### src/ptt_pkg.sv
// Package for the periodic timer table: sizes, codes, controller state and the
// command/status structs between controller and datapath. No dependencies.
package ptt_pkg;

    localparam int NUM_TIMERS = 16;
    localparam int TIME_WIDTH = 48;
    localparam int ID_W       = 4;
    localparam int IDX_W      = (NUM_TIMERS > 1) ? $clog2(NUM_TIMERS) : 1;

    typedef logic [TIME_WIDTH-1:0] ptt_time_t;
    typedef logic [IDX_W-1:0]      ptt_idx_t;

    localparam ptt_time_t TIME_MAX = '1;

    typedef enum logic [1:0] {
        FUNC_TICK   = 2'd0,
        FUNC_SET    = 2'd1,
        FUNC_CANCEL = 2'd2,
        FUNC_QUERY  = 2'd3
    } func_t;

    typedef enum logic [1:0] {
        KIND_FIRED = 2'd0,
        KIND_NONE  = 2'd1,
        KIND_DELAY = 2'd2
    } kind_t;

    typedef enum logic [2:0] {
        ST_IDLE,
        ST_SET_PREP,
        ST_SET_WRITE,
        ST_CANCEL,
        ST_SCAN,
        ST_FIRE,
        ST_EMIT
    } state_t;

    typedef struct packed {
        logic in_ready;
        logic set_prep;
        logic set_write;
        logic cancel;
        logic scan_step;
        logic fire;
        logic emit;
    } ptt_cmd_t;

    typedef struct packed {
        logic  in_valid;
        func_t in_func;
        func_t func;
        logic  scan_end;
        logic  found;
        logic  last_fire;
        logic  out_free;
    } ptt_stat_t;

    // Add with saturation at the all-ones time value.
    function automatic ptt_time_t sat_add(input ptt_time_t a, input ptt_time_t b);
        logic [TIME_WIDTH:0] sum;
        sum = {1'b0, a} + {1'b0, b};
        return sum[TIME_WIDTH] ? TIME_MAX : sum[TIME_WIDTH-1:0];
    endfunction

endpackage

### src/ptt_if.sv
// Valid/ready channel interfaces for the timer table: request items and results.
// Depends on ptt_pkg for the id and time widths.
interface ptt_item_if;
    import ptt_pkg::*;

    logic                  valid;
    logic                  ready;
    logic [1:0]            func;
    logic [ID_W-1:0]       timer_idx;
    logic [TIME_WIDTH-1:0] now_time;
    logic [TIME_WIDTH-1:0] real_time;
    logic                  realtime_clock;
    logic                  abs_time;
    logic [TIME_WIDTH-1:0] set_value;
    logic [TIME_WIDTH-1:0] set_interval;

    modport source (
        output valid, func, timer_idx, now_time, real_time, realtime_clock,
               abs_time, set_value, set_interval,
        input  ready
    );
    modport sink (
        input  valid, func, timer_idx, now_time, real_time, realtime_clock,
               abs_time, set_value, set_interval,
        output ready
    );
endinterface

interface ptt_result_if;
    import ptt_pkg::*;

    logic                  valid;
    logic                  ready;
    logic [1:0]            kind;
    logic [ID_W-1:0]       fired_timer;
    logic [TIME_WIDTH-1:0] next_delay;
    logic                  last;

    modport source (
        output valid, kind, fired_timer, next_delay, last,
        input  ready
    );
    modport sink (
        input  valid, kind, fired_timer, next_delay, last,
        output ready
    );
endinterface

### src/periodic_timer_table.sv
// Periodic timer table: top level joining controller and datapath.
// Depends on ptt_pkg, ptt_if, ptt_ctrl and ptt_datapath.
//
// Usage: requests arrive on the item channel (valid/ready), results leave on
// the result channel (valid/ready) through an output register. One request is
// in work at a time; item.ready is high only while the block is idle.
//   set:    prepare and write steps, no result transaction.
//   cancel: a cancel step, no result transaction.
//   query:  a serial scan over the table, then a load of the result register
//           (one transaction, last set).
//   tick:   each fired timer costs one full scan, a timer update and a load of
//           the result. A tick that fires nothing gives one transaction after
//           a full scan.
// The scan reads one table entry per cycle.
// A stalled receiver holds the result register; the controller waits at the
// result load until it drains.
// Reset disarms all timers and empties the result register.
module periodic_timer_table (
    input  logic         clk,
    input  logic         rst_n,
    ptt_item_if.sink     item,
    ptt_result_if.source result
);
    import ptt_pkg::*;

    ptt_cmd_t  cmd;
    ptt_stat_t stat;

    ptt_ctrl u_ctrl (
        .clk   (clk),
        .rst_n (rst_n),
        .stat  (stat),
        .cmd   (cmd)
    );

    ptt_datapath u_datapath (
        .clk    (clk),
        .rst_n  (rst_n),
        .cmd    (cmd),
        .stat   (stat),
        .item   (item),
        .result (result)
    );

endmodule

### src/ptt_datapath.sv
// Datapath of the timer table: timer storage, the serial min-expiry scan,
// expiry arithmetic and the result register. Depends on ptt_pkg and ptt_if.
module ptt_datapath (
    input  logic                clk,
    input  logic                rst_n,
    input  ptt_pkg::ptt_cmd_t   cmd,
    output ptt_pkg::ptt_stat_t  stat,
    ptt_item_if.sink            item,
    ptt_result_if.source        result
);
    import ptt_pkg::*;

    // captured request
    func_t           func_reg;
    logic [ID_W-1:0] id_reg;
    ptt_time_t       now_reg;
    ptt_time_t       real_reg;
    logic            rt_reg;
    logic            abs_reg;
    ptt_time_t       value_reg;
    ptt_time_t       interval_reg;

    // timer table
    ptt_time_t             expiry_reg [NUM_TIMERS];
    ptt_time_t             reload_reg [NUM_TIMERS];
    logic [NUM_TIMERS-1:0] armed_reg;
    logic [NUM_TIMERS-1:0] due_reg;

    // scan state
    ptt_idx_t  idx_reg;
    logic      first_reg;
    logic      found_reg;
    ptt_time_t best_reg;
    ptt_idx_t  pick_reg;
    logic      last_reg;

    // set arithmetic
    ptt_time_t offset_reg;
    logic      direct_reg;
    logic      sub_reg;

    // result register
    logic            out_valid_reg;
    kind_t           kind_reg;
    logic [ID_W-1:0] fired_reg;
    ptt_time_t       delay_reg;
    logic            olast_reg;

    logic                  accept;
    logic                  id_ok;
    ptt_idx_t              id_idx;
    ptt_time_t             cur_exp;
    logic                  cand;
    logic                  found_eff;
    logic                  take;
    logic                  scan_end;
    logic [TIME_WIDTH:0]   diff;
    ptt_time_t             set_exp;
    ptt_time_t             pick_reload;
    logic [NUM_TIMERS-1:0] due_left;
    kind_t                 kind_next;
    ptt_time_t             delay_next;

    assign accept     = item.valid && cmd.in_ready;
    assign item.ready = cmd.in_ready;

    assign id_ok  = 32'(id_reg) < NUM_TIMERS;
    assign id_idx = IDX_W'(id_reg);

    assign cur_exp   = expiry_reg[idx_reg];
    assign found_eff = found_reg && (idx_reg != '0);
    assign scan_end  = idx_reg == IDX_W'(NUM_TIMERS - 1);

    always_comb
    begin
        if (func_reg == FUNC_QUERY)
            cand = armed_reg[idx_reg];
        else if (first_reg)
            cand = armed_reg[idx_reg] && (cur_exp <= now_reg);
        else
            cand = due_reg[idx_reg];
    end

    // strict compare keeps the lowest index on equal expiry
    assign take = cand && (!found_eff || (cur_exp < best_reg));

    assign diff = {1'b0, value_reg} - {1'b0, real_reg};

    always_comb
    begin
        if (direct_reg)
            set_exp = value_reg;
        else if (sub_reg)
            set_exp = (now_reg > offset_reg) ? (now_reg - offset_reg) : '0;
        else
            set_exp = sat_add(now_reg, offset_reg);
    end

    assign pick_reload = reload_reg[pick_reg];

    always_comb
    begin
        due_left           = due_reg;
        due_left[pick_reg] = 1'b0;
    end

    always_comb
    begin
        if (func_reg == FUNC_QUERY)
            kind_next = KIND_DELAY;
        else if (found_reg)
            kind_next = KIND_FIRED;
        else
            kind_next = KIND_NONE;
        if (func_reg != FUNC_QUERY)
            delay_next = '0;
        else if (!found_reg)
            delay_next = TIME_MAX;
        else
            delay_next = (best_reg > now_reg) ? (best_reg - now_reg) : '0;
    end

    // request capture
    always_ff @(posedge clk)
    begin
        if (accept)
        begin
            func_reg     <= func_t'(item.func);
            id_reg       <= item.timer_idx;
            now_reg      <= item.now_time;
            real_reg     <= item.real_time;
            rt_reg       <= item.realtime_clock;
            abs_reg      <= item.abs_time;
            value_reg    <= item.set_value;
            interval_reg <= item.set_interval;
        end
    end

    // table payload
    always_ff @(posedge clk)
    begin
        if (cmd.set_prep && id_ok)
            reload_reg[id_idx] <= interval_reg;
        if (cmd.set_write && id_ok && (value_reg != '0))
            expiry_reg[id_idx] <= set_exp;
        if (cmd.fire && (pick_reload != '0))
            expiry_reg[pick_reg] <= sat_add(now_reg, pick_reload);
    end

    // set arithmetic and scan payload
    always_ff @(posedge clk)
    begin
        if (cmd.set_prep)
        begin
            direct_reg <= abs_reg && !rt_reg;
            sub_reg    <= abs_reg && rt_reg && diff[TIME_WIDTH];
            if (!abs_reg)
                offset_reg <= value_reg;
            else if (diff[TIME_WIDTH])
                offset_reg <= real_reg - value_reg;
            else
                offset_reg <= diff[TIME_WIDTH-1:0];
        end
        if (cmd.scan_step && take)
        begin
            best_reg <= cur_exp;
            pick_reg <= idx_reg;
        end
        if (cmd.fire)
            last_reg <= (due_left == '0);
        if (cmd.emit)
        begin
            kind_reg  <= kind_next;
            fired_reg <= (kind_next == KIND_FIRED) ? ID_W'(pick_reg) : '0;
            delay_reg <= delay_next;
            olast_reg <= (kind_next == KIND_FIRED) ? last_reg : 1'b1;
        end
    end

    // control state
    always_ff @(posedge clk or negedge rst_n)
    begin
        if (!rst_n)
        begin
            armed_reg     <= '0;
            due_reg       <= '0;
            idx_reg       <= '0;
            first_reg     <= 1'b0;
            found_reg     <= 1'b0;
            out_valid_reg <= 1'b0;
        end
        else
        begin
            if (accept)
                first_reg <= 1'b1;
            if (cmd.set_prep && id_ok)
                armed_reg[id_idx] <= 1'b0;
            if (cmd.set_write && id_ok && (value_reg != '0))
                armed_reg[id_idx] <= 1'b1;
            if (cmd.cancel && id_ok)
                armed_reg[id_idx] <= 1'b0;
            if (cmd.scan_step)
            begin
                idx_reg   <= scan_end ? '0 : idx_reg + 1'b1;
                found_reg <= found_eff || take;
                if (first_reg && (func_reg == FUNC_TICK))
                    due_reg[idx_reg] <= cand;
            end
            if (cmd.fire)
            begin
                first_reg           <= 1'b0;
                due_reg[pick_reg]   <= 1'b0;
                armed_reg[pick_reg] <= pick_reload != '0;
            end
            if (cmd.emit)
                out_valid_reg <= 1'b1;
            else if (result.ready)
                out_valid_reg <= 1'b0;
        end
    end

    assign result.valid       = out_valid_reg;
    assign result.kind        = kind_reg;
    assign result.fired_timer = fired_reg;
    assign result.next_delay  = delay_reg;
    assign result.last        = olast_reg;

    always_comb
    begin
        stat.in_valid  = item.valid;
        stat.in_func   = func_t'(item.func);
        stat.func      = func_reg;
        stat.scan_end  = scan_end;
        stat.found     = found_reg;
        stat.last_fire = last_reg;
        stat.out_free  = !out_valid_reg || result.ready;
    end

endmodule

### src/ptt_ctrl.sv
// Controller of the timer table: sequences set, cancel, scan, fire and result
// transactions. Depends on ptt_pkg.
module ptt_ctrl (
    input  logic               clk,
    input  logic               rst_n,
    input  ptt_pkg::ptt_stat_t stat,
    output ptt_pkg::ptt_cmd_t  cmd
);
    import ptt_pkg::*;

    state_t state_reg;
    state_t state_next;

    always_ff @(posedge clk or negedge rst_n)
    begin
        if (!rst_n)
            state_reg <= ST_IDLE;
        else
            state_reg <= state_next;
    end

    always_comb
    begin
        cmd        = '0;
        state_next = state_reg;
        case (state_reg)
            ST_IDLE:
            begin
                cmd.in_ready = 1'b1;
                if (stat.in_valid)
                begin
                    if (stat.in_func inside {FUNC_TICK, FUNC_QUERY})
                        state_next = ST_SCAN;
                    else if (stat.in_func == FUNC_SET)
                        state_next = ST_SET_PREP;
                    else
                        state_next = ST_CANCEL;
                end
            end
            ST_SET_PREP:
            begin
                cmd.set_prep = 1'b1;
                state_next   = ST_SET_WRITE;
            end
            ST_SET_WRITE:
            begin
                cmd.set_write = 1'b1;
                state_next    = ST_IDLE;
            end
            ST_CANCEL:
            begin
                cmd.cancel = 1'b1;
                state_next = ST_IDLE;
            end
            ST_SCAN:
            begin
                cmd.scan_step = 1'b1;
                if (stat.scan_end)
                begin
                    // the found flag is final only after the last step lands
                    state_next = ST_FIRE;
                    if (stat.func == FUNC_QUERY)
                        state_next = ST_EMIT;
                end
            end
            ST_FIRE:
            begin
                if (stat.found)
                    cmd.fire = 1'b1;
                state_next = ST_EMIT;
            end
            ST_EMIT:
            begin
                if (stat.out_free)
                begin
                    cmd.emit = 1'b1;
                    if ((stat.func == FUNC_TICK) && stat.found && !stat.last_fire)
                        state_next = ST_SCAN;
                    else
                        state_next = ST_IDLE;
                end
            end
            default:
            begin
                state_next = ST_IDLE;
            end
        endcase
    end

endmodule

### src/flat_wrapper.sv
// flat-port wrapper written by rule: the top's interface ports become plain ports
module periodic_timer_table_flat import ptt_pkg::*;
  (clk, rst_n, item_valid, item_func, item_timer_idx, item_now_time, item_real_time, item_realtime_clock, item_abs_time, item_set_value, item_set_interval, item_ready, result_valid, result_kind, result_fired_timer, result_next_delay, result_last, result_ready);
  ptt_item_if item_i ();
  ptt_result_if result_i ();
  input  logic clk;
  input  logic rst_n;
  input wire logic [$bits(item_i.valid)-1:0] item_valid;
  input wire logic [$bits(item_i.func)-1:0] item_func;
  input wire logic [$bits(item_i.timer_idx)-1:0] item_timer_idx;
  input wire logic [$bits(item_i.now_time)-1:0] item_now_time;
  input wire logic [$bits(item_i.real_time)-1:0] item_real_time;
  input wire logic [$bits(item_i.realtime_clock)-1:0] item_realtime_clock;
  input wire logic [$bits(item_i.abs_time)-1:0] item_abs_time;
  input wire logic [$bits(item_i.set_value)-1:0] item_set_value;
  input wire logic [$bits(item_i.set_interval)-1:0] item_set_interval;
  output wire logic [$bits(item_i.ready)-1:0] item_ready;
  output wire logic [$bits(result_i.valid)-1:0] result_valid;
  output wire logic [$bits(result_i.kind)-1:0] result_kind;
  output wire logic [$bits(result_i.fired_timer)-1:0] result_fired_timer;
  output wire logic [$bits(result_i.next_delay)-1:0] result_next_delay;
  output wire logic [$bits(result_i.last)-1:0] result_last;
  input wire logic [$bits(result_i.ready)-1:0] result_ready;
  assign item_i.valid = item_valid;
  assign item_i.func = item_func;
  assign item_i.timer_idx = item_timer_idx;
  assign item_i.now_time = item_now_time;
  assign item_i.real_time = item_real_time;
  assign item_i.realtime_clock = item_realtime_clock;
  assign item_i.abs_time = item_abs_time;
  assign item_i.set_value = item_set_value;
  assign item_i.set_interval = item_set_interval;
  assign item_ready = item_i.ready;
  assign result_valid = result_i.valid;
  assign result_kind = result_i.kind;
  assign result_fired_timer = result_i.fired_timer;
  assign result_next_delay = result_i.next_delay;
  assign result_last = result_i.last;
  assign result_i.ready = result_ready;
  periodic_timer_table u_core (.clk(clk), .rst_n(rst_n), .item(item_i), .result(result_i));
endmodule
### config.mk
export PLATFORM = sky130hd
export DESIGN_NAME = periodic_timer_table_flat
export DESIGN_NICKNAME = d
export VERILOG_FILES = /design/src/ptt_pkg.sv /design/src/ptt_if.sv /design/src/periodic_timer_table.sv /design/src/ptt_datapath.sv /design/src/ptt_ctrl.sv /design/src/flat_wrapper.sv
export SDC_FILE = /design/constraint.sdc
export NUM_CORES = 2
export LEC_CHECK = 0
export BUFFER_PORTS_ARGS = -buffer_cell sky130_fd_sc_hd__buf_2
export CORE_ASPECT_RATIO = 2
export CORE_MARGIN = 2
export CORE_UTILIZATION = 31
export CTS_BUF_LIST = sky130_fd_sc_hd__clkbuf_16
export CTS_CLUSTER_DIAMETER = 30
export DETAILED_ROUTE_END_ITERATION = 12
export PLACE_DENSITY_LB_ADDON = 0.15
export SLEW_MARGIN = 20
export SYNTH_ARGS = -nofsm -noshare
export SYNTH_HDL_FRONTEND = slang
export SYNTH_HIERARCHICAL = 1
export SYNTH_SLANG_ARGS = --single-unit
### constraint.sdc
create_clock -name clk -period 31.8 [get_ports clk]
set_input_delay 3.18 -clock clk [delete_from_list [all_inputs] [get_ports clk]]
set_output_delay 3.18 -clock clk [all_outputs]
set_load 0.02 [all_outputs]
==> results.md <==
* Worst-skew pair later-pin latency at 0.93 ns
* First-pass GRT wire length at 539000 um
* Routability congestion estimate at 0.916
* CP endpoint kind: register
* Starting Density at 0.311
* Worst Slack Setup Final at 23.02 ns
* Final-layout fill cell count at 31396
* Final nets at 8385
* RSZ-0062 raised after global routing: false
* Synthesis-to-layout area growth at 19.3%
* Syn Nets at 8065
* Total congestion overflow at 0
* Cell family with most CP delay: compound AO/OA/AOI/OAI gates
* Power Density at 104 nW/um^2
* Detailed Routing Iterations Pass 1 at 8
* Vias per cell at 5.58
* TNS Setup at 0 ns
* Gate Count Post-Synth at 7468
* All-Layer GR Usage at 0.227
* Die area at 332000 um^2
* Row count at 297
* Pleak at 44.3 nW
* Pin count of the biggest net entering global routing at 103
* Initial antenna violation count at 22
* Startpoint Class: register
* Post-CTS Resized at 0
* CTS Buf Count at 371
* Slew @ Worst Pin at 1.16 ns
* Chip width at 408 um
* Worst slack, placed at 22.98 ns
* Area post-placement at 108000 um^2
* Hold WC Path Type: register to register
* Total number of vias at 69385
* Post-layout min period at 8.78 ns
* First DRT Iteration DRCs at 7420
* Bufs on Longest Clock Path at 4
* Syn_area_per_cell at 13.6 um^2
* WP buf/inv at 5
* I/O pins at 261
* EDFF count, synth at 1894
* Worst-path clk slew at 0.05 ns
* PortBufs at 260
* Yosys reg bits at 1940
* CTS tree: done
* Crit-path max cell delay at 0.93 ns
* Slew Limit Headroom at 0.224
* Layout cell share with drive strength beyond 1 at 0.215
* Final Hold Violating Endpoints at 0
* Post-CTS setup buffer count at 0
* Post-CTS Hold Buffers at 0
* Post-layout instance area at 121000 um^2
* DRC violations left at 0
* Fmax at 0.114 GHz
* Total chip power at 12.5 mW
* Die Span Y at 813 um
* Maximum vdd ir drop at 0.0986 mV
* Seq/Total Area, Yosys at 0.572
* Top cell by count, worst path: buf_4
* Fin. max-slew vios at 0
* Register area at 58000 um^2
* WL/cell at 31.0 um
* WP data required at 32.39 ns
* Crit Path Class: register to register
* Crit-path cells: buf_4 -> buf_4 -> mux4_2 -> mux4_2 -> ha_1 -> a21o_1 -> or3_1 -> o21ai_1 -> o21ai_0 -> buf_4 -> o311ai_1 -> o21ai_0 -> o211a_1 -> a31oi_1 -> o21bai_4 -> buf_12 -> buf_4 -> nor2_1 -> mux2i_1
* Detailed-placement wirelength estimate at 251000 um
* Vias in the first global route at 68996
* Crit path max fanout at 102
* Multi-input gate area at 40400 um^2
* Root Driver: clkbuf_16
* Ys async rst share at 0.0216
* Period utilization at 0.276
* Result of the run: complete, no violations
* Clk_skew at 0.0877 ns
* Core Area at 326000 um^2
* Worst path slowest cell: nor2_1
* Final Setup Violations at 0
* Synth unique cells at 92
* Most used DFF post-synth: edfxtp_1
* Max-cap viol count at 0
* Final ANT Viol Nets at 0
* Clock sink count at 1940
* Cell area after synthesis at 101000 um^2
* Detailed Route WL at 385000 um
* H-tree depth at 5
* Worst EP arrival at 9.38 ns
* Yosys warning count at 6
==> per-stage QoR <==
stage / hold slack (ns) / std cells / utilization
after floorplan: 0.423 / 7468 / -
after CTS: 0.615 / 12436 / 0.370
after detailed placement: 0.614 / 11750 / 0.331
after global routing: 0.657 / 12439 / 0.371
after global placement: 0.611 / 11749 / 0.331
final: 0.617 / 12443 / 0.371
==> final cells by class <==
cell class                      instances  share of cell area
Sequential cell                      1940               0.480
Multi-Input combinational cell       4653               0.334
Clock buffer                          382              0.0790
Tap cell                             4335              0.0449
Clock inverter                        304              0.0274
Timing Repair Buffer                  457              0.0232
Inverter                              365              0.0113
Antenna cell                            7            0.000145
==> synth_stat cells (14+ instances only) <==
master / n / area share
mux2_2: 27 / 0.0030
xnor2_1: 84 / 0.0073
ha_1: 387 / 0.048
o211ai_1: 18 / 0.0013
edfxtp_1: 1894 / 0.56
nor2b_1: 39 / 0.0024
buf_1: 54 / 0.0020
nand2b_1: 55 / 0.0034
nand4_1: 71 / 0.0044
and2_1: 35 / 0.0022
buf_2: 85 / 0.0042
mux2i_1: 502 / 0.050
a311oi_1: 27 / 0.0023
o22ai_1: 58 / 0.0036
o21a_1: 23 / 0.0017
nand2_1: 261 / 0.0097
xor2_1: 48 / 0.0041
nor4_1: 45 / 0.0028
dfrtp_1: 42 / 0.010
nor3_1: 111 / 0.0055
a21boi_0: 14 / 0.0010
o21bai_1: 57 / 0.0042
a21o_1: 154 / 0.011
inv_1: 360 / 0.013
or2_2: 18 / 0.0011
a21oi_1: 525 / 0.026
nand3_1: 73 / 0.0036
a211o_1: 14 / 0.0012
buf_4: 48 / 0.0036
and3_1: 41 / 0.0025
o21ai_1: 100 / 0.0049
a31oi_1: 47 / 0.0029
mux4_2: 490 / 0.11
clkbuf_1: 317 / 0.012
or3_1: 20 / 0.0012
o31ai_1: 35 / 0.0026
nor2_1: 328 / 0.012
o21ai_0: 664 / 0.033
a221oi_1: 20 / 0.0017
a211oi_1: 34 / 0.0025
==> cell usage in the layout, fill, tap and decap left out, types with 43 or more instances in the layout <==
cell type and count:
buf_2 260, o21ai_1 98, nand2b_1 55, inv_1 395, o21ai_0 656, o21bai_1 48, nor3_1 110, a21oi_1 524
a31oi_1 46, buf_4 195, clkbuf_16 382, a21o_1 154, mux4_2 490, xnor2_1 75, nand4_1 71, nand3_1 73
nor2_1 318, o22ai_1 53, clkinvlp_4 43, nand2_1 261, mux2i_1 502, clkinv_2 46, edfxtp_1 1894, xor2_1 45
bufinv_16 53, ha_1 387
==> cell families (layout without fill, tap and decap cells) <==
group,Yosys count,after routing,synth area share
other cells,0,7,0
flops,1940,1940,0.572
xor+xnor,132,132,0.0114
compound gates,1954,1954,0.115
mux,1021,1021,0.162
buf+inv,875,1508,0.0357
simple gates,1153,1153,0.0552
fa+ha+maj,393,393,0.0489
==> worst paths after layout <==
| check | from | cells past startpoint | end | slack, ns |
|---|---|---|---|---|
| max | register | 19 | u_core/u_datapath/expiry_reg[4][27]$_DFFE_PP_ | 23.02 |
| max reg2reg | register | 19 | u_core/u_datapath/expiry_reg[4][27]$_DFFE_PP_ | 23.02 |
| max in group asynchronous | rst_n | 2 | u_core/u_datapath/idx_reg[1]$_DFFE_PN0P_ | 28.92 |
| min in group asynchronous | rst_n | 2 | u_core/u_datapath/armed_reg[0]$_DFF_PN0_ | 2.38 |
| min reg2reg | u_core/u_datapath/due_reg[15]$_DFF_PN0_ | 2 | u_core/u_datapath/due_reg[15]$_DFF_PN0_ | 0.62 |
| min | u_core/u_datapath/due_reg[15]$_DFF_PN0_ | 2 | u_core/u_datapath/due_reg[15]$_DFF_PN0_ | 0.62 |
==> routing by layer <==
| layer | routed length [um] | part of all wire | GRT usage |
|---|---|---|---|
| met1 | 166000 | 0.43 | 0.309 |
| met3 | 23300 | 0.060 | 0.0319 |
| met5 | 40 | 0.00010 | 0 |
| met4 | 15800 | 0.041 | 0.0872 |
| met2 | 180000 | 0.47 | 0.365 |
==> power by group <==
group / switching, mW / internal, mW / total (mW)
logic: 3.30 / 1.67 / 4.97
registers: 0.286 / 3.22 / 3.50
clock network: 1.41 / 2.63 / 4.04
total: 5.00 / 7.51 / 12.5
==> worst reg2reg max path, cell delays in order, from the launching register on <==
cell and delay [ns]:
dfxtp_4 0.67, buf_4 0.65, buf_4 0.68, mux4_2 0.59, mux4_2 0.56, ha_1 0.35, a21o_1 0.18, or3_1 0.35
o21ai_1 0.22, o21ai_0 0.31, buf_4 0.29, o311ai_1 0.65, o21ai_0 0.32, o211a_1 0.33, a31oi_1 0.27, o21bai_4 0.09
buf_12 0.17, buf_4 0.66, nor2_1 0.98, mux2i_1 0.18
Note: power is estimated with default switching activity, not from simulation.
